### src/sv/aes128_pkg.sv
// Package with the AES-128 S-box, round constants and byte helpers.
`default_nettype none
package aes128_pkg;
	localparam int NumRounds = 10;
	localparam int AddrWidth = 4;
	localparam logic [AddrWidth-1:0] RegKeyHigh = 4'h0;
	localparam logic [AddrWidth-1:0] RegKeyLow  = 4'h8;

	function automatic logic [7:0] sbox(input logic [7:0] a);
		logic [7:0] tbl [0:255];
		tbl = '{
		8'h63,8'h7C,8'h77,8'h7B,8'hF2,8'h6B,8'h6F,8'hC5,8'h30,8'h01,8'h67,8'h2B,8'hFE,8'hD7,8'hAB,8'h76,
		8'hCA,8'h82,8'hC9,8'h7D,8'hFA,8'h59,8'h47,8'hF0,8'hAD,8'hD4,8'hA2,8'hAF,8'h9C,8'hA4,8'h72,8'hC0,
		8'hB7,8'hFD,8'h93,8'h26,8'h36,8'h3F,8'hF7,8'hCC,8'h34,8'hA5,8'hE5,8'hF1,8'h71,8'hD8,8'h31,8'h15,
		8'h04,8'hC7,8'h23,8'hC3,8'h18,8'h96,8'h05,8'h9A,8'h07,8'h12,8'h80,8'hE2,8'hEB,8'h27,8'hB2,8'h75,
		8'h09,8'h83,8'h2C,8'h1A,8'h1B,8'h6E,8'h5A,8'hA0,8'h52,8'h3B,8'hD6,8'hB3,8'h29,8'hE3,8'h2F,8'h84,
		8'h53,8'hD1,8'h00,8'hED,8'h20,8'hFC,8'hB1,8'h5B,8'h6A,8'hCB,8'hBE,8'h39,8'h4A,8'h4C,8'h58,8'hCF,
		8'hD0,8'hEF,8'hAA,8'hFB,8'h43,8'h4D,8'h33,8'h85,8'h45,8'hF9,8'h02,8'h7F,8'h50,8'h3C,8'h9F,8'hA8,
		8'h51,8'hA3,8'h40,8'h8F,8'h92,8'h9D,8'h38,8'hF5,8'hBC,8'hB6,8'hDA,8'h21,8'h10,8'hFF,8'hF3,8'hD2,
		8'hCD,8'h0C,8'h13,8'hEC,8'h5F,8'h97,8'h44,8'h17,8'hC4,8'hA7,8'h7E,8'h3D,8'h64,8'h5D,8'h19,8'h73,
		8'h60,8'h81,8'h4F,8'hDC,8'h22,8'h2A,8'h90,8'h88,8'h46,8'hEE,8'hB8,8'h14,8'hDE,8'h5E,8'h0B,8'hDB,
		8'hE0,8'h32,8'h3A,8'h0A,8'h49,8'h06,8'h24,8'h5C,8'hC2,8'hD3,8'hAC,8'h62,8'h91,8'h95,8'hE4,8'h79,
		8'hE7,8'hC8,8'h37,8'h6D,8'h8D,8'hD5,8'h4E,8'hA9,8'h6C,8'h56,8'hF4,8'hEA,8'h65,8'h7A,8'hAE,8'h08,
		8'hBA,8'h78,8'h25,8'h2E,8'h1C,8'hA6,8'hB4,8'hC6,8'hE8,8'hDD,8'h74,8'h1F,8'h4B,8'hBD,8'h8B,8'h8A,
		8'h70,8'h3E,8'hB5,8'h66,8'h48,8'h03,8'hF6,8'h0E,8'h61,8'h35,8'h57,8'hB9,8'h86,8'hC1,8'h1D,8'h9E,
		8'hE1,8'hF8,8'h98,8'h11,8'h69,8'hD9,8'h8E,8'h94,8'h9B,8'h1E,8'h87,8'hE9,8'hCE,8'h55,8'h28,8'hDF,
		8'h8C,8'hA1,8'h89,8'h0D,8'hBF,8'hE6,8'h42,8'h68,8'h41,8'h99,8'h2D,8'h0F,8'hB0,8'h54,8'hBB,8'h16};
		return tbl[a];
	endfunction

	function automatic logic [7:0] rcon(input logic [3:0] r);
		logic [7:0] v;
		case (r)
			4'd1: v = 8'h01;
			4'd2: v = 8'h02;
			4'd3: v = 8'h04;
			4'd4: v = 8'h08;
			4'd5: v = 8'h10;
			4'd6: v = 8'h20;
			4'd7: v = 8'h40;
			4'd8: v = 8'h80;
			4'd9: v = 8'h1B;
			4'd10: v = 8'h36;
			default: v = 8'h00;
		endcase
		return v;
	endfunction

	function automatic logic [7:0] xtime(input logic [7:0] v);
		return {v[6:0], 1'b0} ^ (v[7] ? 8'h1B : 8'h00);
	endfunction

	// Byte k of a 128-bit block, byte 0 at the top.
	function automatic logic [7:0] byte_of(input logic [127:0] b, input int k);
		return b[127-8*k -: 8];
	endfunction
endpackage
`default_nettype wire

### src/sv/aes128_round_cell.sv
// One round cell: expands its round key and applies one AES round to its block.
`default_nettype none
module aes128_round_cell (
	input  wire logic         clk,
	input  wire logic         arst_n,
	input  wire logic [3:0]   round,
	input  wire logic         valid_in,
	input  wire logic [127:0] state_in,
	input  wire logic [127:0] key_in,
	output logic              valid_out,
	output logic [127:0]      state_out,
	output logic [127:0]      key_out
);
	logic [127:0] rk;
	logic [127:0] ss;
	logic [127:0] mc;
	logic [31:0]  tw;
	logic [31:0]  w0, w1, w2, w3;

	always_comb begin
		tw = {aes128_pkg::sbox(key_in[23:16]) ^ aes128_pkg::rcon(round),
			aes128_pkg::sbox(key_in[15:8]), aes128_pkg::sbox(key_in[7:0]),
			aes128_pkg::sbox(key_in[31:24])};
		w0 = key_in[127:96] ^ tw;
		w1 = key_in[95:64] ^ w0;
		w2 = key_in[63:32] ^ w1;
		w3 = key_in[31:0] ^ w2;
		rk = {w0, w1, w2, w3};
		for (int c = 0; c < 4; c++) begin
			for (int r = 0; r < 4; r++) begin
				ss[127-8*(4*c+r) -: 8] =
					aes128_pkg::sbox(aes128_pkg::byte_of(state_in, 4*((c+r)%4)+r));
			end
		end
		for (int c = 0; c < 4; c++) begin
			logic [7:0] a0, a1, a2, a3, al;
			a0 = ss[127-32*c -: 8];
			a1 = ss[119-32*c -: 8];
			a2 = ss[111-32*c -: 8];
			a3 = ss[103-32*c -: 8];
			al = a0 ^ a1 ^ a2 ^ a3;
			mc[127-32*c -: 8] = a0 ^ al ^ aes128_pkg::xtime(a0 ^ a1);
			mc[119-32*c -: 8] = a1 ^ al ^ aes128_pkg::xtime(a1 ^ a2);
			mc[111-32*c -: 8] = a2 ^ al ^ aes128_pkg::xtime(a2 ^ a3);
			mc[103-32*c -: 8] = a3 ^ al ^ aes128_pkg::xtime(a3 ^ a0);
		end
	end

	always_ff @(posedge clk or negedge arst_n) begin
		if (!arst_n) begin
			valid_out <= 1'b0;
		end else begin
			valid_out <= valid_in;
		end
	end

	always_ff @(posedge clk) begin
		state_out <= ((round == 4'(aes128_pkg::NumRounds)) ? ss : mc) ^ rk;
		key_out   <= rk;
	end
endmodule
`default_nettype wire

### config.mk
export PLATFORM = sky130hd
export DESIGN_NAME = aes128_round_cell
export DESIGN_NICKNAME = d
export VERILOG_FILES = /design/src/sv/aes128_pkg.sv /design/src/sv/aes128_round_cell.sv
export SDC_FILE = /design/constraint.sdc
export NUM_CORES = 2
export LEC_CHECK = 0
export ABC_CLOCK_PERIOD_IN_PS = 800
export BUFFER_PORTS_ARGS = -buffer_cell sky130_fd_sc_hd__buf_2
export CAP_MARGIN = 20
export CORE_MARGIN = 2
export CORE_UTILIZATION = 30
export DETAILED_ROUTE_END_ITERATION = 8
export PLACE_DENSITY_LB_ADDON = 0.3
export SYNTH_ARGS = -nofsm -noshare
export SYNTH_HDL_FRONTEND = slang
export SYNTH_SLANG_ARGS = --single-unit
### constraint.sdc
create_clock -name clk -period 0.8 [get_ports clk]
set_input_delay 0.04 -clock clk [delete_from_list [all_inputs] [get_ports clk]]
set_output_delay 0.04 -clock clk [all_outputs]
set_load 0.1 [all_outputs]
==> impl_metrics.toml <==
[global_routing]
grt_usage = 0.405
grt_pass1_wl_mm = 828
grt_max_degree = 52
antenna_found_initial = 41
grt_pass1_vias = 115107
overflow = 0

[yosys]
synth-main-ff-cell = "dfxtp_1"
yosys-top-cells-area = "a21oi_1, dfxtp_1, mux4_2"
synth_largest_type_area_fraction = 0.0652
ys_types = 137
yosysTopAreaCell = "a21oi_1"
yosysWarnings = 0
yosysSeqAreaShare = 0.0637
postSynthAreaPerCell_um2 = 6.79
mappedNetlistArea_um2 = 80900
synthesis.instances = 11907
ys_seq_elements = 257
syn_nets = 12469
synth_edf_count = 0
synth_async_sr_flop_share = 0.00389

[critical_path]
cp-endpoint = "state_out[8]$_DFF_P_"
critPathLaunch = "state_in[32]"
path_cells = "buf_8 -> clkinvlp_4 -> buf_12 -> ha_4 -> buf_6 -> and2_4 -> buf_6 -> nor3_4 -> a21oi_2 -> mux4_2 -> a221o_1 -> o21ai_4 -> buf_12 -> buf_8 -> xnor2_4 -> xnor2_1 -> nor2_1 -> a21oi_2 -> buf_4 -> xnor2_2"
slowest_delay_ns = 0.46
cp.required_ns = 1.41
crit_path_end_kind = "flip-flop"
crit_type = "in -> reg"
cp_slowest_cell = "mux4_2"
crit_fanout = 6
crit_arrival_ns = 3.45
startpoint_type = "input port"

[outcome]
status = "finished, violations left"
violations = "negative hold slack, negative setup slack"

[timing]
timing.hold.ws_ns = -0.388
rsz0062_at_grt = "yes"
relSlewSlack = 0.494
finalMaxSlewViolations = 0
worst_pin_slew_ns = 0.751
finalHoldViolCount = 59
fin_crit_sh = 3.55
max_freq_mhz = 352
period_minus_slack_ns = 2.84
layout_setup_ws_ns = -2.04
setup_viol = 513

[placement]
post_dp_cell_area_um2 = 128000
gp_congestion = 1.11
dpl.hpwl_mm = 472
port_buffers = 519

[clock_tree]
cts_buffers = 40
clock-root-buffer = "clkbuf_16"
clkSinkCount = 257
clkTransAtPathRegs_ns = 0.06
cts_tree = "built"
cts_buffer_depth = 3
ctsHtreeMaxLevel = 2

[floorplanning]
core_um2 = 268000
pin_count = 520
die_area_um2 = 274000
num_rows = 190
initial_core_util = 0.302
die_w_um = 523
die-height_um = 523

[route]
drc_errors = 0
avgViaCountPerCell = 6.13
postRouteAntennaNets = 0
drt_iter0_markers = 18032
wire_per_inst_um = 29.4
firstDrtPassIters = 8
drt_wl_total_mm = 587
vias = 122483

[pwr]
pwr_density_cell_nw_per_um2 = 1860
p_total_mw = 268
worst_ir_drop_vdd_uv = 2710
leakage_nw = 60.8

[final_layout]
area_delta_synth_final_pct = 77.8
final_cell_mix = "buf_4, a21oi_1, nand2_1, nor2_1, o21ai_0"
final_area_um2 = 144000
fillCellCount = 25589
layout_commonest_cell = "buf_4"
drive_above_1_share = 0.492
nNetsFinal = 16932

[hold_path]
worstHoldPathType = "in -> reg"
hp-start = "key_in[96]"

[run]
drv_cap = 0
[per-layer routing]
layer / GRT usage / share of wire / up-vias
met4: 0.262 / 0.081 / 32
met3: 0.0964 / 0.11 / 1784
met1: 0.524 / 0.39 / 58456
met2: 0.599 / 0.42 / 8577
met5: 0 / 0.00033 / -
li1: - / - / 53634
[cell type report]
cell class                 instances  area [um^2]  area share
multi-input combinational       9980        78500       0.546
timing repair buffer            5840        52700       0.367
sequential                       257         5470      0.0380
tap                             3552         4440      0.0309
inverter                         251         1190     0.00827
clock buffer                      48         1080     0.00753
clock inverter                    24          303     0.00211
antenna                           20         50.0    0.000348
[sequential cells by signal, indices dropped and copies added, names as in the netlist]
| signal | count |
|---|---|
| key_out | 128 |
| valid_out | 1 |
| state_out | 128 |
[cells by family (layout without fill, tap and decap cells)]
family,count (synthesis),count (layout),synth area share
xor gates and xnor gates,751,751,0.0901
muxes,383,383,0.0829
DFF,257,257,0.0637
adders and majority gates,300,300,0.0465
and+or+nand+nor,3990,3990,0.243
buffers and inverters,1670,6163,0.0938
other,0,20,0
AOI/OAI and AO/OA,4556,4556,0.380
[cells in the mapped netlist, drive strengths merged, types with 68 or more instances]
library cell and instances:
a311oi 205, xnor2 488, nor2 927, o21ai 1031, a21oi 1062, inv 221
nand2b 421, o311ai 203, and2 116, nor3 407, and3 74, mux4 222
buf 772, nor2b 303, o221ai 82, a31oi 276, o211ai 252, a211oi 257
clkbuf 647, a221oi 96, nand2 935, o31ai 143, dfxtp 256, xor2 253
or2 106, o22ai 99, a211o 85, or3 68, mux2i 122, ha 298
nand3 384
[power breakdown]
group	internal [mW]	switching [mW]	total, mW
sequential	20.1	9.93	30.1
clock	11.1	8.91	20.0
combinational	91.6	126	218
total	123	145	268
[worst min-delay path by stage]
stage | to | slack, ns | cells past startpoint
finish | key_out[96]$_DFF_P_ | -0.39 | 2
global route | key_out[96]$_DFF_P_ | -0.40 | 2
floorplan | valid_out$_DFF_PN0_ | -0.26 | 0
CTS | key_out[96]$_DFF_P_ | -0.43 | 2
global placement | valid_out$_DFF_PN0_ | -0.14 | 1
detailed placement | valid_out$_DFF_PN0_ | -0.14 | 1
[worst max-delay path: cells and delay by family]
family,cells,cell delay [ns]
buffers and inverters,8,1.12
adders and majority gates,1,0.19
and+or+nand+nor,3,0.38
AOI/OAI and AO/OA,4,0.92
xor gates and xnor gates,3,0.32
muxes,1,0.46
[what timing repair did]
item / CTS / global route
cloned: 8 / 4
buffers inserted: 280 / 146
endpoints found under the hold margin: 145 / 65
pin swaps: 500 / 353
resized for setup: 1341 / 750
endpoints found under the setup margin: 513 / 513
hold buffers: 24 / 1
[through the flow]
| stage | worst slack (ns) | util | setup TNS [ns] | std cells |
|---|---|---|---|---|
| final | -2.04 | 0.536 | -555.51 | 19972 |
| after global routing | -2.07 | 0.536 | -575.94 | 19961 |
| after CTS | -1.97 | 0.517 | -544.14 | 19824 |
| after detailed placement | -3.34 | 0.479 | -681.59 | 19473 |
| after global placement | -3.31 | 0.479 | -682.37 | 19473 |
| after floorplan | -2.26 | - | -474.15 | 11907 |
Power figures use the tool's default switching activity.
